$ cat src/rtl/cpd_pkg.sv
// ============================================================================
// cpd_pkg
// Shared types and constants of the color presence detector.
// ============================================================================
package cpd_pkg;

    // Number of color boxes, in priority order red, green, blue, yellow, black
    localparam int NUM_COLORS = 5;

    // Pixel channel width and packed box width
    localparam int CHAN_W = 8;
    localparam int BOX_W  = 6 * CHAN_W;
    localparam int PCT_W  = 7;

    // Configuration port
    localparam int CFG_IDX_W  = 3;
    localparam int CFG_DATA_W = BOX_W;

    // Register indexes: boxes occupy CFG_BOX_FIRST .. CFG_BOX_FIRST+NUM_COLORS-1
    localparam logic [CFG_IDX_W-1:0] CFG_BOX_FIRST = 3'd0;
    localparam logic [CFG_IDX_W-1:0] CFG_PERCENT   = 3'd5;

    // Reset values of the configuration registers
    localparam logic [BOX_W-1:0] BOX_RESET [NUM_COLORS] = '{
        48'd280591062138880,
        48'd56071636948480,
        48'd55194607943830,
        48'd281471530472960,
        48'd66229402337280
    };
    localparam logic [PCT_W-1:0] PCT_RESET = 7'd15;

    // Scale applied to a color count before the threshold compare
    localparam logic [PCT_W-1:0] PCT_SCALE = 7'd100;

    // Depth of the queue between front and back
    localparam int QUEUE_DEPTH = 4;

    // Result codes
    typedef enum logic [2:0] {
        CLS_NONE   = 3'd0,
        CLS_RED    = 3'd1,
        CLS_GREEN  = 3'd2,
        CLS_BLUE   = 3'd3,
        CLS_YELLOW = 3'd4,
        CLS_BLACK  = 3'd5
    } color_class_t;

    // Classified pixel handed from front to back
    typedef struct packed {
        logic                  last;
        logic [NUM_COLORS-1:0] hit;
    } cpd_item_t;

endpackage

$ cat src/rtl/cpd_front.sv
// ============================================================================
// cpd_front
// Holds the color boxes and classifies each accepted pixel against them.
// ============================================================================
module cpd_front
(
    input  logic                           clk,
    input  logic                           rst_n,
    // configuration writes
    input  logic                           cfg_we,
    input  logic [cpd_pkg::CFG_IDX_W-1:0]  cfg_index,
    input  logic [cpd_pkg::CFG_DATA_W-1:0] cfg_data,
    // pixel stream
    input  logic                           s_tvalid,
    output logic                           s_tready,
    input  logic [23:0]                    s_tdata,   // blue, green, red
    input  logic                           s_tlast,   // last_pixel
    // classified item toward the queue
    output logic                           item_valid,
    input  logic                           item_ready,
    output cpd_pkg::cpd_item_t             item
);
    import cpd_pkg::*;

    logic [BOX_W-1:0]  box_reg [NUM_COLORS];
    logic [CHAN_W-1:0] px [3];

    // Box registers
    always_ff @(posedge clk or negedge rst_n)
    begin
        if (!rst_n)
        begin
            for (int k = 0; k < NUM_COLORS; k++)
            begin
                box_reg[k] <= BOX_RESET[k];
            end
        end
        else if (cfg_we)
        begin
            for (int k = 0; k < NUM_COLORS; k++)
            begin
                if (cfg_index == CFG_BOX_FIRST + CFG_IDX_W'(k))
                begin
                    box_reg[k] <= cfg_data[BOX_W-1:0];
                end
            end
        end
    end

    // Inclusive box test on every channel; an empty box never matches
    always_comb
    begin
        px[0] = s_tdata[CHAN_W-1:0];
        px[1] = s_tdata[2*CHAN_W-1:CHAN_W];
        px[2] = s_tdata[3*CHAN_W-1:2*CHAN_W];
        for (int k = 0; k < NUM_COLORS; k++)
        begin
            item.hit[k] = 1'b1;
            for (int c = 0; c < 3; c++)
            begin
                if (px[c] < box_reg[k][c*CHAN_W +: CHAN_W] ||
                    px[c] > box_reg[k][(3+c)*CHAN_W +: CHAN_W])
                begin
                    item.hit[k] = 1'b0;
                end
            end
        end
        item.last = s_tlast;
    end

    assign item_valid = s_tvalid;
    assign s_tready   = item_ready;

endmodule

$ cat src/rtl/cpd_queue.sv
// ============================================================================
// cpd_queue
// Short register queue between the classifier and the counting back end.
// ============================================================================
module cpd_queue
(
    input  logic               clk,
    input  logic               rst_n,
    input  logic               in_valid,
    output logic               in_ready,
    input  cpd_pkg::cpd_item_t in_item,
    output logic               out_valid,
    input  logic               out_ready,
    output cpd_pkg::cpd_item_t out_item
);
    import cpd_pkg::*;

    localparam int PTR_W = $clog2(QUEUE_DEPTH);
    localparam int CNT_W = $clog2(QUEUE_DEPTH + 1);
    localparam logic [PTR_W-1:0] PTR_LAST = PTR_W'(QUEUE_DEPTH - 1);
    localparam logic [CNT_W-1:0] CNT_FULL = CNT_W'(QUEUE_DEPTH);

    cpd_item_t        slot_reg [QUEUE_DEPTH];
    logic [PTR_W-1:0] wr_ptr_reg, wr_ptr_next;
    logic [PTR_W-1:0] rd_ptr_reg, rd_ptr_next;
    logic [CNT_W-1:0] count_reg, count_next;
    logic             push, pop;

    assign in_ready  = (count_reg != CNT_FULL);
    assign out_valid = (count_reg != '0);
    assign out_item  = slot_reg[rd_ptr_reg];
    assign push      = in_valid && in_ready;
    assign pop       = out_valid && out_ready;

    // Pointer and fill count update
    always_comb
    begin
        wr_ptr_next = wr_ptr_reg;
        rd_ptr_next = rd_ptr_reg;
        count_next  = count_reg;
        if (push)
        begin
            wr_ptr_next = (wr_ptr_reg == PTR_LAST) ? '0 : wr_ptr_reg + 1'b1;
        end
        if (pop)
        begin
            rd_ptr_next = (rd_ptr_reg == PTR_LAST) ? '0 : rd_ptr_reg + 1'b1;
        end
        if (push && !pop)
        begin
            count_next = count_reg + 1'b1;
        end
        else if (pop && !push)
        begin
            count_next = count_reg - 1'b1;
        end
    end

    always_ff @(posedge clk or negedge rst_n)
    begin
        if (!rst_n)
        begin
            wr_ptr_reg <= '0;
            rd_ptr_reg <= '0;
            count_reg  <= '0;
        end
        else
        begin
            wr_ptr_reg <= wr_ptr_next;
            rd_ptr_reg <= rd_ptr_next;
            count_reg  <= count_next;
        end
    end

    // Slot storage
    always_ff @(posedge clk)
    begin
        if (push)
        begin
            slot_reg[wr_ptr_reg] <= in_item;
        end
    end

endmodule

$ cat src/rtl/cpd_back.sv
// ============================================================================
// cpd_back
// Per-color saturating counters, threshold test at frame end, result register.
// ============================================================================
module cpd_back
#(
    parameter int COUNT_BITS = 22
)
(
    input  logic                           clk,
    input  logic                           rst_n,
    // configuration writes
    input  logic                           cfg_we,
    input  logic [cpd_pkg::CFG_IDX_W-1:0]  cfg_index,
    input  logic [cpd_pkg::CFG_DATA_W-1:0] cfg_data,
    // classified items from the queue
    input  logic                           item_valid,
    output logic                           item_ready,
    input  cpd_pkg::cpd_item_t             item,
    // result stream
    output logic                           m_tvalid,
    input  logic                           m_tready,
    output logic [7:0]                     m_tdata    // color_class, detected
);
    import cpd_pkg::*;

    localparam int PROD_W = COUNT_BITS + PCT_W;
    localparam logic [COUNT_BITS-1:0] CNT_MAX = {COUNT_BITS{1'b1}};

    logic [PCT_W-1:0]      pct_reg;
    logic [COUNT_BITS-1:0] cnt_reg [NUM_COLORS];
    logic [COUNT_BITS-1:0] cnt_next [NUM_COLORS];
    logic [COUNT_BITS-1:0] tot_reg, tot_next;

    // frame snapshot stage
    logic                  s1_valid_reg;
    logic [COUNT_BITS-1:0] s1_cnt_reg [NUM_COLORS];
    logic [COUNT_BITS-1:0] s1_tot_reg;
    // product stage
    logic                  s2_valid_reg;
    logic [PROD_W-1:0]     s2_cnt_reg [NUM_COLORS];
    logic [PROD_W-1:0]     s2_thr_reg;
    // result register
    logic                  m_tvalid_reg;
    color_class_t          cls_reg, cls_next;
    logic                  det_reg, det_next;

    logic o_free, s2_free, s1_free, pop;

    // Stage flow: a stage moves when the one after it has room
    assign o_free     = !m_tvalid_reg || m_tready;
    assign s2_free    = !s2_valid_reg || o_free;
    assign s1_free    = !s1_valid_reg || s2_free;
    assign item_ready = !item.last || s1_free;
    assign pop        = item_valid && item_ready;

    // Presence threshold register
    always_ff @(posedge clk or negedge rst_n)
    begin
        if (!rst_n)
        begin
            pct_reg <= PCT_RESET;
        end
        else if (cfg_we && cfg_index == CFG_PERCENT)
        begin
            pct_reg <= cfg_data[PCT_W-1:0];
        end
    end

    // Saturating increments for this item
    always_comb
    begin
        for (int k = 0; k < NUM_COLORS; k++)
        begin
            cnt_next[k] = cnt_reg[k];
            if (item.hit[k] && cnt_reg[k] != CNT_MAX)
            begin
                cnt_next[k] = cnt_reg[k] + 1'b1;
            end
        end
        tot_next = (tot_reg != CNT_MAX) ? tot_reg + 1'b1 : tot_reg;
    end

    // Running counters; cleared after the last pixel of a frame
    always_ff @(posedge clk or negedge rst_n)
    begin
        if (!rst_n)
        begin
            for (int k = 0; k < NUM_COLORS; k++)
            begin
                cnt_reg[k] <= '0;
            end
            tot_reg <= '0;
        end
        else if (pop)
        begin
            for (int k = 0; k < NUM_COLORS; k++)
            begin
                cnt_reg[k] <= item.last ? '0 : cnt_next[k];
            end
            tot_reg <= item.last ? '0 : tot_next;
        end
    end

    // Valid flags of the result pipeline
    always_ff @(posedge clk or negedge rst_n)
    begin
        if (!rst_n)
        begin
            s1_valid_reg <= 1'b0;
            s2_valid_reg <= 1'b0;
            m_tvalid_reg <= 1'b0;
        end
        else
        begin
            if (s1_free)
            begin
                s1_valid_reg <= pop && item.last;
            end
            if (s2_free)
            begin
                s2_valid_reg <= s1_valid_reg;
            end
            if (o_free)
            begin
                m_tvalid_reg <= s2_valid_reg;
            end
        end
    end

    // Snapshot at frame end, cross-multiply count * 100 against percent * total, register the result
    always_ff @(posedge clk)
    begin
        if (pop && item.last)
        begin
            for (int k = 0; k < NUM_COLORS; k++)
            begin
                s1_cnt_reg[k] <= cnt_next[k];
            end
            s1_tot_reg <= tot_next;
        end
        if (s1_valid_reg && s2_free)
        begin
            for (int k = 0; k < NUM_COLORS; k++)
            begin
                s2_cnt_reg[k] <= PROD_W'(s1_cnt_reg[k]) * PROD_W'(PCT_SCALE);
            end
            s2_thr_reg <= PROD_W'(s1_tot_reg) * PROD_W'(pct_reg);
        end
        if (s2_valid_reg && o_free)
        begin
            cls_reg <= cls_next;
            det_reg <= det_next;
        end
    end

    // First color in priority order that passes the threshold
    always_comb
    begin
        cls_next = CLS_NONE;
        for (int k = NUM_COLORS - 1; k >= 0; k--)
        begin
            if (s2_cnt_reg[k] > s2_thr_reg)
            begin
                cls_next = color_class_t'(3'(k + 1));
            end
        end
        det_next = (cls_next != CLS_NONE) && (cls_next != CLS_BLACK);
    end

    assign m_tvalid = m_tvalid_reg;
    assign m_tdata  = {4'b0000, det_reg, cls_reg};

endmodule

$ cat src/rtl/color_presence_detector.sv
// ============================================================================
// color_presence_detector
// Counts pixels in five color boxes and reports per frame the first color over the threshold.
// ============================================================================
// Throughput: one pixel per cycle, sustained while the result side keeps up.
// Result path: a frame's last accepted pixel passes the queue, the count
//   snapshot, the multiply stage and the compare into the result register.
// Reset: counters and pipeline flags clear; boxes and the percent threshold
//   return to their default values. No clearing pass is needed.
module color_presence_detector
#(
    parameter int COUNT_BITS = 22
)
(
    input  logic                           clk,
    input  logic                           rst_n,
    // configuration write port
    input  logic                           cfg_we,
    input  logic [cpd_pkg::CFG_IDX_W-1:0]  cfg_index,
    input  logic [cpd_pkg::CFG_DATA_W-1:0] cfg_data,
    // pixel stream
    input  logic                           s_tvalid,
    output logic                           s_tready,
    input  logic [23:0]                    s_tdata,   // [7:0] blue, [15:8] green, [23:16] red
    input  logic                           s_tlast,   // last_pixel
    // result stream
    output logic                           m_tvalid,
    input  logic                           m_tready,
    output logic [7:0]                     m_tdata    // [2:0] color_class, [3] detected
);
    import cpd_pkg::*;

    logic      fq_valid, fq_ready;
    cpd_item_t fq_item;
    logic      qb_valid, qb_ready;
    cpd_item_t qb_item;

    // Classifier
    cpd_front u_front
    (
        .clk        (clk),
        .rst_n      (rst_n),
        .cfg_we     (cfg_we),
        .cfg_index  (cfg_index),
        .cfg_data   (cfg_data),
        .s_tvalid   (s_tvalid),
        .s_tready   (s_tready),
        .s_tdata    (s_tdata),
        .s_tlast    (s_tlast),
        .item_valid (fq_valid),
        .item_ready (fq_ready),
        .item       (fq_item)
    );

    // Decoupling queue
    cpd_queue u_queue
    (
        .clk       (clk),
        .rst_n     (rst_n),
        .in_valid  (fq_valid),
        .in_ready  (fq_ready),
        .in_item   (fq_item),
        .out_valid (qb_valid),
        .out_ready (qb_ready),
        .out_item  (qb_item)
    );

    // Counters and frame decision
    cpd_back
    #(
        .COUNT_BITS (COUNT_BITS)
    )
    u_back
    (
        .clk        (clk),
        .rst_n      (rst_n),
        .cfg_we     (cfg_we),
        .cfg_index  (cfg_index),
        .cfg_data   (cfg_data),
        .item_valid (qb_valid),
        .item_ready (qb_ready),
        .item       (qb_item),
        .m_tvalid   (m_tvalid),
        .m_tready   (m_tready),
        .m_tdata    (m_tdata)
    );

endmodule

$ cat config.mk
export PLATFORM = sky130hd
export DESIGN_NAME = color_presence_detector
export DESIGN_NICKNAME = d
export VERILOG_FILES = /design/src/rtl/cpd_pkg.sv /design/src/rtl/cpd_front.sv /design/src/rtl/cpd_queue.sv /design/src/rtl/cpd_back.sv /design/src/rtl/color_presence_detector.sv
export SDC_FILE = /design/constraint.sdc
export NUM_CORES = 2
export LEC_CHECK = 0
export BUFFER_PORTS_ARGS = -buffer_cell sky130_fd_sc_hd__buf_2
export CORE_ASPECT_RATIO = 1.25
export CORE_MARGIN = 4
export CORE_UTILIZATION = 45
export CTS_CLUSTER_DIAMETER = 200
export DETAILED_ROUTE_END_ITERATION = 8
export SLEW_MARGIN = 20
export SYNTH_ARGS = -nofsm -noshare
export SYNTH_HDL_FRONTEND = slang
export SYNTH_SLANG_ARGS = --single-unit
export TNS_END_PERCENT = 20
$ cat constraint.sdc
create_clock -name clk -period 9.05 [get_ports clk]
set_input_delay 1.3575 -clock clk [delete_from_list [all_inputs] [get_ports clk]]
set_output_delay 1.3575 -clock clk [all_outputs]
set_load 0.03 [all_outputs]
== Word level (Yosys, flattened, before mapping) ==
Memories as Yosys holds them, arrays and structs flattened.
Index checks and enable logic that the tools add are counted.

* Flip-flop bits (word level): 444
* Bits in writable memories: 269
* Input bits: 81
* Output and inout bits: 10
* Word-level logic and storage cells: 181
* Memories: 3

* $add $sub $neg: 10
* Multipliers: 6
* Magnitude comparators: 35
* Equality and inequality tests: 15
* Muxes and demuxes: 42
* Reduce and logical (&&, ||, !) cells: 48

{| class="wikitable"
|+ Memories
! name !! words !! bits a word !! read ports !! clocked after Yosys merged registers in !! write ports !! line !! RTL
|-
| u_back.s2_cnt_reg || 5 || 27 || 5 || 0 || 5 || cpd_back.sv:41 || <nowiki>logic [PROD_W-1:0] s2_cnt_reg [NUM_COLORS];</nowiki>
|-
| u_back.s1_cnt_reg || 5 || 22 || 5 || 0 || 5 || cpd_back.sv:37 || <nowiki>logic [COUNT_BITS-1:0] s1_cnt_reg [NUM_COLORS];</nowiki>
|-
| u_queue.slot_reg || 4 || 6 || 1 || 0 || 1 || cpd_queue.sv:23 || <nowiki>cpd_item_t slot_reg [QUEUE_DEPTH];</nowiki>
|}

{| class="wikitable"
|+ Operators with widths
! cell !! count
|-
| two-way mux 22 bit || 12
|-
| > comparator 29 bit || 5
|-
| multiplier 22 x 5 -> 27 bit (second input constant) || 5
|-
| adder 22 x 1 -> 22 bit (second input constant) || 6
|-
| != test 22 bit (second input constant) || 6
|-
| > comparator 8 bit || 15
|-
| < comparator 8 bit || 15
|-
| multiplier 22 x 7 -> 29 bit || 1
|-
| two-way mux 1 bit || 21
|-
| two-way mux 3 bit || 7
|-
| logical OR 1 bit || 19
|-
| logical AND 1 bit || 14
|-
| AND reduction 2 bit || 5
|-
| == test 3 x 2 -> 1 bit (second input constant) || 2
|-
| == test 3 bit (second input constant) || 2
|-
| logical NOT 1 bit || 6
|-
| != test 3 bit (second input constant) || 2
|-
| nonzero test 3 bit || 2
|-
| adder 2 x 1 -> 2 bit (second input constant) || 2
|-
| == test 2 bit (second input constant) || 2
|-
| two-way mux 2 bit || 2
|-
| adder 3 x 1 -> 3 bit (second input constant) || 1
|-
| == test 3 x 1 -> 1 bit (second input constant) || 1
|-
| logical NOT 3 bit || 1
|-
| 2 further kinds || 2
|}

== Longest topological paths before layout ==
* Depth after elaboration: 9
* Depth in mapped cells: 20

== Modules after synthesis ==
A second synthesis with hierarchy kept.

* Cell total of the unflattened synthesis: 5151
* Area, all modules: 52177.5 um^2

{| class="wikitable"
|+ By module, submodules not included
! module !! instances !! cells an instance !! area each (um^2) !! sequential area each (um^2)
|-
| cpd_back || 1 || 3600 || 36655.2 || 12567.1
|-
| cpd_front || 1 || 1483 || 14213.6 || 6122.1
|-
| cpd_queue || 1 || 68 || 1308.8 || 895.9
|}

== Worst setup path before layout ==
Ideal clock, no wire load.

* Path kind: input port to flip-flop
* Start: in m_tready
* End: mem u_back.s1_cnt_reg[0][0] (enable)
* Library setup time: 626 ps
* Data arrival time: 7482 ps
* Required time: 8424 ps
* Path slack: 942 ps
* Cell stages on the path: 6
* Path buffers: 2
* Cell sequence: nor2b_1 nand3_1 nand2b_1 clkbuf_1 clkbuf_1 nor2_1

{| class="wikitable"
|+ RTL lines
! item !! line !! RTL
|-
| start, declared || color_presence_detector.sv:28 || <nowiki>input logic m_tready,</nowiki>
|-
| end, declared || cpd_back.sv:37 ||
|}

== Final worst setup path ==
* Start: reg u_back.pct_reg[5]
* End: reg u_back.s2_thr_reg[25], data pin

* Longest elaborated chain between the ends: 1

{| class="wikitable"
|+ RTL lines
! item !! line !! RTL
|-
| start, declared || cpd_back.sv:30 || <nowiki>logic [PCT_W-1:0] pct_reg;</nowiki>
|-
| start signal, assigned || cpd_back.sv:66 || <nowiki>pct_reg <= cfg_data[PCT_W-1:0];</nowiki>
|-
| multiplier 22 x 7 -> 29 bit || cpd_back.sv:148 || <nowiki>s2_thr_reg <= PROD_W'(s1_tot_reg) * PROD_W'(pct_reg);</nowiki>
|-
| end signal, assigned || cpd_back.sv:148 ||
|-
| end, declared || cpd_back.sv:42 || <nowiki>logic [PROD_W-1:0] s2_thr_reg;</nowiki>
|}

Every way passes these cells.
A chain may end at the register's enable or synchronous reset.

==> results.py <==
metrics = {
    "run_status": {
        "status": "finished, final reports clean",
    },
    "setup_path": {
        "cp_cell_sequence": "and2_1 -> fa_1 -> fa_1 -> fa_1 -> inv_1 -> fa_1 -> inv_1 -> ha_1 -> and3_1 -> nand3_1 -> nor3_1 -> nor3_1 -> o31ai_2 -> nand2_1 -> o311ai_0 -> a21oi_1 -> xnor2_1",
        "cp.required_ps": 9420,
        "end_kind": "flip-flop",
        "worst_path_most_repeated_cell": "fa_1",
        "critPathKind": "flip-flop to flip-flop",
        "crit_family": "adder cells",
        "r2r_cells": 17,
        "cp-start-kind": "flip-flop",
        "worst-path-stages": 17,
        "crit_fanout": 23,
        "worstSetupStartpoint": "u_back.pct_reg[5]$_DFFE_PN0P_",
        "cp.arrival_ps": 5960,
        "worstReg2RegStart": "u_back.pct_reg[5]$_DFFE_PN0P_",
        "slowest_delay_ps": 760,
        "path_buf_inv": 2,
        "reg2reg_slack_ps": 3460,
        "regToRegEndpoint": "u_back.s2_thr_reg[25]$_DFFE_PP_",
        "crit_end": "u_back.s2_thr_reg[25]$_DFFE_PP_",
        "critPathSlowestCell": "dfrtp_1",
    },
    "cells_and_area": {
        "largest_reg_flops": 240,
        "multi_input_area_um2": 29090,
        "finalNetCount": 6315,
        "n_fill_cell": 10640,
        "area_growth_pct": 8.988,
        "final_cell_mix": "inv_1 (776), ha_1 (773), nand2_1 (520), o21ai_0 (407), edfxtp_1 (324)",
        "ff_latch_area_um2": 19590,
        "drive_gt1_frac": 0.08684,
        "final_common_cell": "inv_1",
    },
    "logic_synthesis": {
        "synth_area_um2": 52100,
        "synth_warnings": 0,
        "syn_inst": 5218,
        "ys_ff_latch": 713,
        "synthFlopType": "edfxtp_1",
        "yosysSeqAreaShare": 0.3759,
        "async_flop_share": 0.5456,
        "avgSynthCellArea_um2": 9.986,
        "yosysUniqueCellTypes": 92,
        "synth_edf_count": 324,
    },
    "worst_hold_path": {
        "hold_path_depth": 1,
        "hold_path_class": "flip-flop to flip-flop",
    },
    "grt": {
        "grt_max_degree": 149,
        "antenna_found_initial": 12,
        "track_usage": 0.1957,
        "grt_pass1_vias": 36930,
        "grt-ovfl-total": 0,
        "grt_pass1_wl_um": 192400,
    },
    "detailed_routing": {
        "ant_nets": 0,
        "drtPass1Iterations": 6,
        "num_vias": 36220,
        "wire_per_inst_um": 17.09,
        "drc": 0,
        "drtIter0Drc": 1677,
        "drt_wl_total_um": 117900,
        "via_per_inst": 5.249,
    },
    "timing": {
        "timing.final.crit_share": 0.6175,
        "max_freq_mhz": 178.9,
        "finalSetupViolations": 0,
        "slew_viol_final": 0,
        "maxSlewHeadroom": 0.3002,
        "skew_ps": 22.95,
        "hold_viol_final": 0,
        "rsz0062_at_grt": "false",
        "tns_ps": 0,
        "tightest_slew_ps": 1050,
        "finalCriticalPeriod_ps": 5588,
    },
    "floorplan": {
        "io_pins": 91,
        "fp-row-count": 139,
        "chipHeight_um": 388.4,
        "die_w_um": 312.4,
        "start_util": 0.4532,
        "core_um2": 115000,
        "dieArea_um2": 121300,
    },
    "placed_design": {
        "port-buffer-count": 86,
        "place.gp.congestion": 0.8182,
        "hpwl_um": 87260,
    },
    "clock_network": {
        "cts_sinks": 713,
        "cts_made_buffers": 81,
        "cts-root-buf": "clkbuf_16",
        "cts_resized": 0,
        "clock_latency_ps": 630,
        "cts_setup_buffers": 0,
        "cts_hold_buf": 0,
        "htreeDepth": 3,
        "clkSlewWorstSetupHoldPaths_ps": 60,
        "cts_tree": "done",
        "ctsLongestPathBuffers": 3,
    },
    "run": {
        "cap_violations": 0,
    },
}
area by class of cell:
cell class / instances / share of cell area
tap: 1551 / 0.03417
antenna: 6 / 0.0002644
clock inverter: 39 / 0.006566
inverter: 777 / 0.05136
timing repair buffer: 114 / 0.01168
multi-input combinational: 3589 / 0.5122
clock buffer: 111 / 0.03891
sequential: 713 / 0.3449
worst min path at each step:
| stage | from | to |
|---|---|---|
| final | u_back.cnt_reg[101]$_DFFE_PN0P_ | u_back.cnt_reg[101]$_DFFE_PN0P_ |
| after global routing | u_front.box_reg[69]$_DFFE_PN0P_ | u_front.box_reg[69]$_DFFE_PN0P_ |
| after CTS | u_back.s1_valid_reg$_DFFE_PN0P_ | u_back.s2_valid_reg$_DFFE_PN0P_ |
| after detailed placement | u_back.s1_valid_reg$_DFFE_PN0P_ | u_back.s2_valid_reg$_DFFE_PN0P_ |
| after global placement | u_back.s1_valid_reg$_DFFE_PN0P_ | u_back.s2_valid_reg$_DFFE_PN0P_ |
| after floorplan | u_back.s1_valid_reg$_DFFE_PN0P_ | u_back.s2_valid_reg$_DFFE_PN0P_ |
cell usage after synthesis, types with 64 or more instances:
master	n	share of area
and2_1	113	0.014
fa_1	185	0.071
edfxtp_1	324	0.19
xnor2_1	150	0.025
a21o_1	187	0.027
nor2_1	142	0.010
clkbuf_1	108	0.0078
mux2_2	87	0.019
nand2_1	521	0.038
nand4_1	64	0.0077
dfrtp_1	292	0.14
nand3_1	157	0.015
ha_1	773	0.19
xor2_1	99	0.017
inv_1	777	0.056
o21ai_0	407	0.039
a21oi_1	211	0.020
dfstp_2	97	0.049
stage by stage:
stage | cells | util | hold WS (ps) | setup WS, ps | area [µm²]
3_5_place_dp | 6744 | 0.4714 | 480.1 | 3437 | 54190
5_1_grt | 6894 | 0.4939 | 509.2 | 3060 | 56770
4_1_cts | 6894 | 0.4939 | 491.2 | 3430 | 56770
2_1_floorplan | 5221 | - | 448.2 | 942.5 | 52120
6_report | 6900 | 0.4940 | 491.7 | 3462 | 56790
3_3_place_gp | 6744 | 0.4714 | 469.2 | 3498 | 54190
logic make-up (layout without fill, tap and decap cells):
family,after synthesis,count (layout),share of synthesized area
XOR/XNOR,250,250,0.04217
other,1,10,0.00007197
AO/OA/AOI/OAI,1013,1013,0.1177
flip-flops,713,713,0.3759
adder cells (fa/ha/maj),958,958,0.2567
buffers and inverters,919,1041,0.06750
AND/OR/NAND/NOR,1267,1267,0.1183
multiplexers,97,97,0.02168
per-layer routing:
layer / GRT usage / wire length (µm) / up-vias
met5: 0 / 35 / -
met4: 0.06700 / 4253 / 6
met3: 0.02842 / 4266 / 205
met2: 0.3592 / 59920 / 522
met1: 0.2335 / 49450 / 17540
li1: - / - / 17940
Power is not shown: default switching activity piles up to over one toggle a cycle in this logic, so the estimate is an artifact.
